===== config.mk =====
export PLATFORM = sky130hd
export DESIGN_NAME = text_console_cursor_engine_flat
export DESIGN_NICKNAME = d
export VERILOG_FILES = /design/src/rtl/tcce_pkg.sv /design/src/rtl/tcce_stream_if.sv /design/src/rtl/tcce_state_mem.sv /design/src/rtl/tcce_update.sv /design/src/rtl/tcce_out_stage.sv /design/src/rtl/text_console_cursor_engine.sv /design/src/flat_wrapper.sv
export SDC_FILE = /design/constraint.sdc
export NUM_CORES = 1
export LEC_CHECK = 0
export ABC_AREA = 1
export BUFFER_PORTS_ARGS = -buffer_cell sky130_fd_sc_hd__buf_2
export CAP_MARGIN = 20
export CORE_MARGIN = 2
export CORE_UTILIZATION = 35
export CTS_BUF_LIST = sky130_fd_sc_hd__clkbuf_16
export DETAILED_ROUTE_END_ITERATION = 12
export PLACE_DENSITY = 0.52
export SLEW_MARGIN = 20
export SYNTH_ARGS = -nofsm -noshare
export SYNTH_HDL_FRONTEND = slang
export SYNTH_SLANG_ARGS = --single-unit

===== constraint.sdc =====
create_clock -name i_clk -period 8.2 [get_ports i_clk]
set_input_delay 0.41 -clock i_clk [delete_from_list [all_inputs] [get_ports i_clk]]
set_output_delay 0.41 -clock i_clk [all_outputs]
set_load 0.05 [all_outputs]

===== src/rtl/tcce_pkg.sv =====
package tcce_pkg;

    localparam int TCCE_SCREEN_COLUMNS = 80;
    localparam int TCCE_SCREEN_ROWS    = 25;
    localparam int TCCE_CONSOLE_COUNT  = 3;
    localparam int TCCE_CONSOLE_CELLS  = 4000;

    // Region row index (up to 1024 lines) and column index (up to 256 columns)
    localparam int ROW_W  = 10;
    localparam int COL_W  = 8;
    localparam int ADDR_W = 14;

    localparam logic [1:0] ACT_PUT  = 2'd0;
    localparam logic [1:0] ACT_UP   = 2'd1;
    localparam logic [1:0] ACT_DOWN = 2'd2;

    localparam logic [7:0] CH_NEWLINE   = 8'd10;
    localparam logic [7:0] CH_BACKSPACE = 8'd8;
    localparam logic [7:0] CH_SPACE     = 8'd32;

    localparam logic [7:0] ATTR_RESET = 8'd7;

    typedef struct packed {
        logic [1:0] action;
        logic [1:0] console_id;
        logic [7:0] character;
    } t_cmd;

    typedef struct packed {
        logic              vram_write;
        logic [ADDR_W-1:0] vram_address;
        logic [7:0]        vram_char;
        logic [7:0]        vram_attr;
        logic [ADDR_W-1:0] cursor_position;
        logic [ADDR_W-1:0] display_start;
    } t_res;

    // Per-console state, kept as offsets from the region origin
    typedef struct packed {
        logic [ROW_W-1:0] row;
        logic [COL_W-1:0] col;
        logic [ROW_W-1:0] wrow;
    } t_con_state;

    typedef struct packed {
        logic             wr_en;
        logic [ROW_W-1:0] wr_row;
        logic [COL_W-1:0] wr_col;
        logic [7:0]       wr_char;
        t_con_state       nxt;
    } t_upd;

    typedef struct packed {
        logic       in_range;
        logic [1:0] id;
        t_upd       upd;
    } t_s2;

endpackage


===== src/rtl/tcce_stream_if.sv =====
interface tcce_stream_if #(
    parameter type T = logic
);
    logic valid;
    logic ready;
    T     data;

    modport source (output valid, output data, input ready);
    modport sink (input valid, input data, output ready);
endinterface


===== src/rtl/tcce_state_mem.sv =====
module tcce_state_mem import tcce_pkg::*; #(
    parameter int CONSOLE_COUNT = TCCE_CONSOLE_COUNT,
    localparam int IW = (CONSOLE_COUNT > 1) ? $clog2(CONSOLE_COUNT) : 1
) (
    input  logic          i_clk,
    input  logic          i_rst_n,
    input  logic          i_rd_en,
    input  logic [IW-1:0] i_rd_idx,
    output t_con_state    o_rd_data,
    input  logic          i_wr_en,
    input  logic [IW-1:0] i_wr_idx,
    input  t_con_state    i_wr_data
);

    t_con_state               r_mem [CONSOLE_COUNT];
    logic [CONSOLE_COUNT-1:0] r_valid;
    t_con_state               r_rd_data;
    logic                     r_rd_valid;
    logic                     same_entry;

    assign same_entry = i_wr_en && (i_wr_idx == i_rd_idx);

    always_ff @(posedge i_clk) begin
        if (i_wr_en) begin
            r_mem[i_wr_idx] <= i_wr_data;
        end
        // forward a write that lands on the entry being read
        if (i_rd_en) begin
            r_rd_data <= same_entry ? i_wr_data : r_mem[i_rd_idx];
        end
    end

    always_ff @(posedge i_clk) begin
        if (!i_rst_n) begin
            r_valid    <= '0;
            r_rd_valid <= 1'b0;
        end else begin
            if (i_wr_en) begin
                r_valid[i_wr_idx] <= 1'b1;
            end
            if (i_rd_en) begin
                r_rd_valid <= same_entry || r_valid[i_rd_idx];
            end
        end
    end

    // unwritten entry reads as the region origin
    assign o_rd_data = r_rd_valid ? r_rd_data : '0;

endmodule


===== src/rtl/tcce_update.sv =====
module tcce_update import tcce_pkg::*; #(
    parameter int SCREEN_COLUMNS = TCCE_SCREEN_COLUMNS,
    parameter int SCREEN_ROWS    = TCCE_SCREEN_ROWS,
    parameter int CONSOLE_CELLS  = TCCE_CONSOLE_CELLS
) (
    input  logic [1:0] i_action,
    input  logic [7:0] i_char,
    input  t_con_state i_st,
    output t_upd       o_upd
);

    localparam int LINES = CONSOLE_CELLS / SCREEN_COLUMNS;
    localparam int SW    = ROW_W + 1;

    localparam logic [ROW_W-1:0] LAST_ROW = ROW_W'(LINES - 1);
    localparam logic [COL_W-1:0] LAST_COL = COL_W'(SCREEN_COLUMNS - 1);
    localparam logic [SW-1:0]    ROWS_C   = SW'(SCREEN_ROWS);
    localparam logic [SW-1:0]    LINES_C  = SW'(LINES);
    localparam logic [SW-1:0]    TOP_WIN  = SW'(LINES - SCREEN_ROWS);

    logic [SW-1:0] win_end;
    logic [SW-1:0] nrow;
    logic [SW-1:0] tgt;

    assign win_end = {1'b0, i_st.wrow} + ROWS_C;

    always_comb begin
        o_upd     = '0;
        o_upd.nxt = i_st;
        nrow      = '0;
        tgt       = '0;
        case (i_action)
            ACT_PUT: begin
                if (i_char == CH_NEWLINE) begin
                    if (i_st.row != LAST_ROW) begin
                        o_upd.nxt.row = i_st.row + ROW_W'(1);
                        o_upd.nxt.col = '0;
                    end
                end else if (i_char == CH_BACKSPACE) begin
                    if (i_st.row != '0 || i_st.col != '0) begin
                        if (i_st.col != '0) begin
                            o_upd.nxt.col = i_st.col - COL_W'(1);
                        end else begin
                            o_upd.nxt.row = i_st.row - ROW_W'(1);
                            o_upd.nxt.col = LAST_COL;
                        end
                        o_upd.wr_en   = 1'b1;
                        o_upd.wr_row  = o_upd.nxt.row;
                        o_upd.wr_col  = o_upd.nxt.col;
                        o_upd.wr_char = CH_SPACE;
                    end
                end else begin
                    if (!(i_st.row == LAST_ROW && i_st.col == LAST_COL)) begin
                        o_upd.wr_en   = 1'b1;
                        o_upd.wr_row  = i_st.row;
                        o_upd.wr_col  = i_st.col;
                        o_upd.wr_char = i_char;
                        if (i_st.col == LAST_COL) begin
                            o_upd.nxt.row = i_st.row + ROW_W'(1);
                            o_upd.nxt.col = '0;
                        end else begin
                            o_upd.nxt.col = i_st.col + COL_W'(1);
                        end
                    end
                end
                // pull the window down until the cursor line is its last line
                nrow = {1'b0, o_upd.nxt.row};
                if (nrow >= win_end && win_end < LINES_C) begin
                    tgt = nrow - ROWS_C + SW'(1);
                    o_upd.nxt.wrow = ROW_W'((tgt < TOP_WIN) ? tgt : TOP_WIN);
                end
            end
            ACT_UP: begin
                if (i_st.wrow != '0) begin
                    o_upd.nxt.wrow = i_st.wrow - ROW_W'(1);
                end
            end
            ACT_DOWN: begin
                if (win_end < LINES_C) begin
                    o_upd.nxt.wrow = i_st.wrow + ROW_W'(1);
                end
            end
            default: begin
            end
        endcase
    end

endmodule


===== src/rtl/tcce_out_stage.sv =====
module tcce_out_stage import tcce_pkg::*; #(
    parameter int SCREEN_COLUMNS = TCCE_SCREEN_COLUMNS,
    parameter int CONSOLE_CELLS  = TCCE_CONSOLE_CELLS
) (
    input  logic           i_clk,
    input  logic           i_rst_n,
    input  logic           i_load,
    input  t_s2            i_s2,
    input  logic [7:0]     i_attr,
    output logic           o_free,
    tcce_stream_if.source  o_res
);

    // wide enough for the highest absolute cell of the last console
    localparam int AW = 17;

    logic [AW-1:0] origin;
    logic [AW-1:0] cur_addr;
    logic [AW-1:0] win_addr;
    logic [AW-1:0] wr_addr;
    t_res          n_res;
    t_res          r_res;
    logic          r_ov;

    assign origin   = AW'(i_s2.id) * AW'(CONSOLE_CELLS);
    assign cur_addr = origin + AW'(i_s2.upd.nxt.row) * AW'(SCREEN_COLUMNS)
                      + AW'(i_s2.upd.nxt.col);
    assign win_addr = origin + AW'(i_s2.upd.nxt.wrow) * AW'(SCREEN_COLUMNS);
    assign wr_addr  = origin + AW'(i_s2.upd.wr_row) * AW'(SCREEN_COLUMNS)
                      + AW'(i_s2.upd.wr_col);

    always_comb begin
        n_res = '0;
        if (i_s2.in_range) begin
            n_res.cursor_position = cur_addr[ADDR_W-1:0];
            n_res.display_start   = win_addr[ADDR_W-1:0];
            if (i_s2.upd.wr_en) begin
                n_res.vram_write   = 1'b1;
                n_res.vram_address = wr_addr[ADDR_W-1:0];
                n_res.vram_char    = i_s2.upd.wr_char;
                n_res.vram_attr    = i_attr;
            end
        end
    end

    always_ff @(posedge i_clk) begin
        if (i_load) begin
            r_res <= n_res;
        end
    end

    always_ff @(posedge i_clk) begin
        if (!i_rst_n) begin
            r_ov <= 1'b0;
        end else if (i_load) begin
            r_ov <= 1'b1;
        end else if (o_res.ready) begin
            r_ov <= 1'b0;
        end
    end

    assign o_free      = !r_ov || o_res.ready;
    assign o_res.valid = r_ov;
    assign o_res.data  = r_res;

endmodule


===== src/rtl/text_console_cursor_engine.sv =====
// Throughput: one command per cycle unless the output stalls; the console
// state memory is read at acceptance and written back as stage 1 advances,
// with a write-to-read bypass. Reset (synchronous, active low) empties
// the pipeline, sets the attribute to 7 and marks every console entry
// unwritten, so it reads as its origin.
module text_console_cursor_engine import tcce_pkg::*; #(
    parameter int SCREEN_COLUMNS = TCCE_SCREEN_COLUMNS,
    parameter int SCREEN_ROWS    = TCCE_SCREEN_ROWS,
    parameter int CONSOLE_COUNT  = TCCE_CONSOLE_COUNT,
    parameter int CONSOLE_CELLS  = TCCE_CONSOLE_CELLS
) (
    input  logic          i_clk,
    input  logic          i_rst_n,
    tcce_stream_if.sink   i_cmd,
    tcce_stream_if.sink   i_cfg,
    tcce_stream_if.source o_res
);

    localparam int IW = (CONSOLE_COUNT > 1) ? $clog2(CONSOLE_COUNT) : 1;

    logic [7:0] r_attr;
    logic       r_s1v;
    logic [1:0] r_s1_action;
    logic [1:0] r_s1_id;
    logic [7:0] r_s1_char;
    logic       r_s1_inr;

    logic       cmd_inr;
    logic       accept;
    logic       out_free;
    logic       s1_adv;
    t_con_state rd_state;
    t_upd       upd;
    t_s2        s2;

    assign i_cfg.ready = 1'b1;

    always_ff @(posedge i_clk) begin
        if (!i_rst_n) begin
            r_attr <= ATTR_RESET;
        end else if (i_cfg.valid) begin
            r_attr <= i_cfg.data;
        end
    end

    assign cmd_inr     = {2'b00, i_cmd.data.console_id} < 4'(CONSOLE_COUNT);
    assign s1_adv      = r_s1v && out_free;
    assign i_cmd.ready = !r_s1v || out_free;
    assign accept      = i_cmd.valid && i_cmd.ready;

    always_ff @(posedge i_clk) begin
        if (!i_rst_n) begin
            r_s1v <= 1'b0;
        end else if (accept) begin
            r_s1v <= 1'b1;
        end else if (s1_adv) begin
            r_s1v <= 1'b0;
        end
    end

    always_ff @(posedge i_clk) begin
        if (accept) begin
            r_s1_action <= i_cmd.data.action;
            r_s1_id     <= i_cmd.data.console_id;
            r_s1_char   <= i_cmd.data.character;
            r_s1_inr    <= cmd_inr;
        end
    end

    tcce_state_mem #(
        .CONSOLE_COUNT(CONSOLE_COUNT)
    ) u_mem (
        .i_clk    (i_clk),
        .i_rst_n  (i_rst_n),
        .i_rd_en  (accept && cmd_inr),
        .i_rd_idx (IW'(i_cmd.data.console_id)),
        .o_rd_data(rd_state),
        .i_wr_en  (s1_adv && r_s1_inr),
        .i_wr_idx (IW'(r_s1_id)),
        .i_wr_data(upd.nxt)
    );

    tcce_update #(
        .SCREEN_COLUMNS(SCREEN_COLUMNS),
        .SCREEN_ROWS   (SCREEN_ROWS),
        .CONSOLE_CELLS (CONSOLE_CELLS)
    ) u_update (
        .i_action(r_s1_action),
        .i_char  (r_s1_char),
        .i_st    (rd_state),
        .o_upd   (upd)
    );

    assign s2.in_range = r_s1_inr;
    assign s2.id       = r_s1_id;
    assign s2.upd      = upd;

    tcce_out_stage #(
        .SCREEN_COLUMNS(SCREEN_COLUMNS),
        .CONSOLE_CELLS (CONSOLE_CELLS)
    ) u_out (
        .i_clk  (i_clk),
        .i_rst_n(i_rst_n),
        .i_load (s1_adv),
        .i_s2   (s2),
        .i_attr (r_attr),
        .o_free (out_free),
        .o_res  (o_res)
    );

endmodule


===== src/flat_wrapper.sv =====
// flat-port wrapper written by rule: the top's interface ports become plain ports
module text_console_cursor_engine_flat import tcce_pkg::*;
#(
    parameter int SCREEN_COLUMNS = TCCE_SCREEN_COLUMNS,
    parameter int SCREEN_ROWS    = TCCE_SCREEN_ROWS,
    parameter int CONSOLE_COUNT  = TCCE_CONSOLE_COUNT,
    parameter int CONSOLE_CELLS  = TCCE_CONSOLE_CELLS
)
  (i_clk, i_rst_n, i_cmd_valid, i_cmd_data, i_cmd_ready, i_cfg_valid, i_cfg_data, i_cfg_ready, o_res_valid, o_res_data, o_res_ready);
  tcce_stream_if #(.T(t_cmd)) i_cmd_i ();
  tcce_stream_if #(.T(logic [7:0])) i_cfg_i ();
  tcce_stream_if #(.T(t_res)) o_res_i ();
  input  logic i_clk;
  input  logic i_rst_n;
  input wire logic [$bits(i_cmd_i.valid)-1:0] i_cmd_valid;
  input wire logic [$bits(i_cmd_i.data)-1:0] i_cmd_data;
  output wire logic [$bits(i_cmd_i.ready)-1:0] i_cmd_ready;
  input wire logic [$bits(i_cfg_i.valid)-1:0] i_cfg_valid;
  input wire logic [$bits(i_cfg_i.data)-1:0] i_cfg_data;
  output wire logic [$bits(i_cfg_i.ready)-1:0] i_cfg_ready;
  output wire logic [$bits(o_res_i.valid)-1:0] o_res_valid;
  output wire logic [$bits(o_res_i.data)-1:0] o_res_data;
  input wire logic [$bits(o_res_i.ready)-1:0] o_res_ready;
  assign i_cmd_i.valid = i_cmd_valid;
  assign i_cmd_i.data = i_cmd_data;
  assign i_cmd_ready = i_cmd_i.ready;
  assign i_cfg_i.valid = i_cfg_valid;
  assign i_cfg_i.data = i_cfg_data;
  assign i_cfg_ready = i_cfg_i.ready;
  assign o_res_valid = o_res_i.valid;
  assign o_res_data = o_res_i.data;
  assign o_res_i.ready = o_res_ready;
  text_console_cursor_engine #(.SCREEN_COLUMNS(SCREEN_COLUMNS), .SCREEN_ROWS(SCREEN_ROWS), .CONSOLE_COUNT(CONSOLE_COUNT), .CONSOLE_CELLS(CONSOLE_CELLS)) u_core (.i_clk(i_clk), .i_rst_n(i_rst_n), .i_cmd(i_cmd_i), .i_cfg(i_cfg_i), .o_res(o_res_i));
endmodule

==> impl_metrics.tcl <==
set metrics [dict create \
    routed_wl_mm 35.7 \
    cts-buffers-inserted 17 \
    use_met2_pct 29.1 \
    critical_path.slowest_cell "buf_4" \
    grt.met1_usage_pct 27.4 \
    synth_top_area_share_pct 41.9 \
    h-tree-depth 4 \
    reg2reg_depth 39 \
    die-area_um2 38400 \
    place_area_um2 13800 \
    grt_pass1_wl_mm 56.5 \
    fmax_mhz 137 \
    cts_hold_buf 0 \
    cts_buffer_depth 2 \
    synth_seq_cells 194 \
    synth-async-reset-ratio_pct 0 \
    cts_tree "done" \
    grt_max_degree 53 \
    ys.flop_type "edfxtp_1" \
    period_share_pct 89.2 \
    core_area_um2 36400 \
    viasPerCell 5.05 \
    setup_viol 0 \
    drc 0 \
    ctsResizeCount 0 \
    yosysWarnings 0 \
    ios 87 \
    slew_headroom_pct 30.2 \
    busiest_layer "met2" \
    dr.pass1.iters 6 \
    start_util_pct 35.4 \
    cts.sinks 194 \
    synth_edf_count 180 \
    crit_buf_inv 4 \
    antenna_found_initial 0 \
    postCtsSetupRepairBufs 0 \
    area_growth_pct 11.7 \
    drtAntennaViolNets 0 \
    maxCapViolCount 0 \
    post-route-min-period_ns 7.31 \
    n_fill_cell 3723 \
    cts_root_buf "clkbuf_16" \
    dp_hpwl_mm 27.0 \
    clk_latency_ns 0.45 \
    netlist_instances 1485 \
    p_leak_nw 6.56 \
    arrival_ns 7.52 \
    clk_pin_slew_ns 0.08 \
    cp-start-kind "flop" \
    finalHoldViolations 0 \
    path_max_fanout 33 \
    met3_usage_pct 3.68 \
    cpLargestDelayFamily "simple AND/OR/NAND/NOR gates" \
    syn-cell-area_um2 12900 \
    gr-usage-all-layers_pct 19.1 \
    place_congestion 0.905 \
    io_buffers 81 \
    hold_end "u_core.r_s1_action[1]$_DFFE_PP_" \
    slew_violations 0 \
    rr_startpoint "u_core.u_mem.r_rd_valid$_SDFFE_PN0P_" \
    num_vias 10300 \
    timing.setup.tns_ns 0 \
    critPathKind "flop to flop" \
    multi_input_area_um2 6250 \
    ff_latch_area_um2 5690 \
    critical_path.reg2reg.endpoint "u_core.u_out.o_res.data[13]$_SDFFCE_PN0P_" \
    hold_depth 1 \
    synth_area_per_cell_um2 8.68 \
    ys_seq_area_share_pct 44.1 \
    endpoint_kind "flop" \
    synth_area_leaders "edfxtp_1, ha_1, nand2_1" \
    die_y_um 196 \
    crit_top_cell "nand2_1" \
    fp-row-count 70 \
    diodes 0 \
    hp-class "input pin to flop" \
    finalNetCount 1701 \
    die_w_um 196 \
    outcome "complete, no violations" \
    max_stage_delay_ns 0.46 \
    wire_per_inst_um 17.5 \
    finClkSkew_ns 0.0127 \
    tightestPinTransition_ns 1.04 \
    r2r_slack_ns 0.89 \
    dr.first_iter.drc_count 691 \
    synthDistinctLibCells 57 \
    yosys.area.top_type "edfxtp_1" \
    rsz0062_at_grt "no" \
    layout-drive-gt1-share_pct 13.2 \
    grt_overflow_total 0 \
    cp.required_ns 8.41 \
    p_per_area_nw_per_um2 188 \
    worstHoldStart "i_cmd_data[11]" \
    grt_pass1_vias 9976 \
    irDropWorstVdd_mv 0.115 \
    design_area_um2 14400 \
]
[Yosys cell counts (14+ instances only)]
cell / number
o21ai_0: 111
a21oi_1: 85
ha_1: 98
xnor2_1: 18
dfxtp_1: 14
xor2_1: 28
nand2_2: 22
edfxtp_1: 180
inv_1: 181
clkbuf_1: 27
nand3_1: 103
nand2_1: 307
o211ai_1: 26
nor2_1: 116
nor3_1: 19
[worst max-delay path by stage]
stage / from / end / slack [ns] / cells after the start
after global routing: u_core.u_mem.r_rd_valid$_SDFFE_PN0P_ / u_core.u_out.o_res.data[13]$_SDFFCE_PN0P_ / 0.05 / 39
after global placement: u_core.u_mem.r_rd_valid$_SDFFE_PN0P_ / u_core.u_out.o_res.data[13]$_SDFFCE_PN0P_ / 1.22 / 39
after floorplan: u_core.u_mem.r_rd_valid$_SDFFE_PN0P_ / u_core.u_out.o_res.data[13]$_SDFFCE_PN0P_ / 1.80 / 44
final: u_core.u_mem.r_rd_valid$_SDFFE_PN0P_ / u_core.u_out.o_res.data[13]$_SDFFCE_PN0P_ / 0.89 / 39
after detailed placement: u_core.u_mem.r_rd_valid$_SDFFE_PN0P_ / u_core.u_out.o_res.data[13]$_SDFFCE_PN0P_ / 1.02 / 39
after CTS: u_core.u_mem.r_rd_valid$_SDFFE_PN0P_ / u_core.u_out.o_res.data[13]$_SDFFCE_PN0P_ / 0.96 / 39
[stage by stage]
stage          instances  hold slack [ns]  util (%)  power (mW)  setup WS (ns)
2_1_floorplan       1488            0.434         -        1.74           1.80
3_3_place_gp        2015            0.446      38.0        1.91           1.22
3_5_place_dp        2015            0.450      38.0        1.91           1.02
4_1_cts             2046            0.106      39.5        2.74          0.962
5_1_grt             2046            0.116      39.5        2.87         0.0512
6_report            2046            0.130      39.5        2.71          0.888
[final cells by class]
| cell class | instances | share of cell area, % |
|---|---|---|
| multi-input cells | 1052 | 43.4 |
| flip-flops and latches | 194 | 39.5 |
| inverters | 199 | 5.19 |
| well taps | 468 | 4.07 |
| repair buffers | 102 | 3.91 |
| clock buffers | 17 | 2.95 |
| clock inverters | 14 | 0.991 |
[sequential cells by signal, summed over array words and instances (netlist names)]
signal                    cells
u_core.r_s1_char              8
u_core.r_s1_id                2
u_core.r_s1v                  1
u_core.r_attr                 8
u_core.u_out.o_res.valid      1
u_core.u_mem.r_rd_data       28
u_core.r_s1_inr               1
u_core.u_mem.r_valid          3
u_core.r_s1_action            2
u_core.u_mem.r_rd_valid       1
u_core.u_out.o_res.data      55
u_core.u_mem.r_mem           84
[logic make-up (layout without fill, tap and decap cells)]
family | Yosys count | in the layout | share of synthesized area (%)
buf+inv | 242 | 332 | 7.61
fa+ha+maj | 110 | 110 | 11.4
compound gates | 270 | 270 | 12.0
simple gates | 620 | 620 | 21.6
other cells | 2 | 5 | 0.0583
xor+xnor | 47 | 47 | 3.25
flops | 194 | 194 | 44.1
[power by group]
part / internal (mW) / switching, mW / total (mW) / leakage, nW
registers: 1.15 / 0.0212 / 1.17 / 1.80
clock network: 0.402 / 0.418 / 0.820 / 0.269
logic: 0.220 / 0.494 / 0.714 / 4.49
total: 1.77 / 0.933 / 2.71 / 6.56
[cells in the final DEF (no fill, tap or decap), types with 12 or more instances in the layout]
cell type,synthesis,final
a21oi_1,85,85
buf_2,3,81
buf_4,6,21
clkbuf_16,0,17
dfxtp_1,14,13
edfxtp_1,180,180
fa_1,12,12
ha_1,98,98
inv_1,181,179
inv_2,12,14
nand2_1,307,307
nand2_2,22,22
nand3_1,103,103
nand4_1,12,12
nor2_1,116,116
nor3_1,19,17
o211ai_1,26,26
o21ai_0,111,110
xnor2_1,18,18
xor2_1,28,28
[routing by layer]
metal | part of all wire (%) | up-vias
met2 | 43 | 279
li1 | - | 5185
met4 | 2.0 | 0
met5 | 0 | -
met1 | 49 | 4823
met3 | 5.5 | 49
Power figures use the tool's default switching activity.
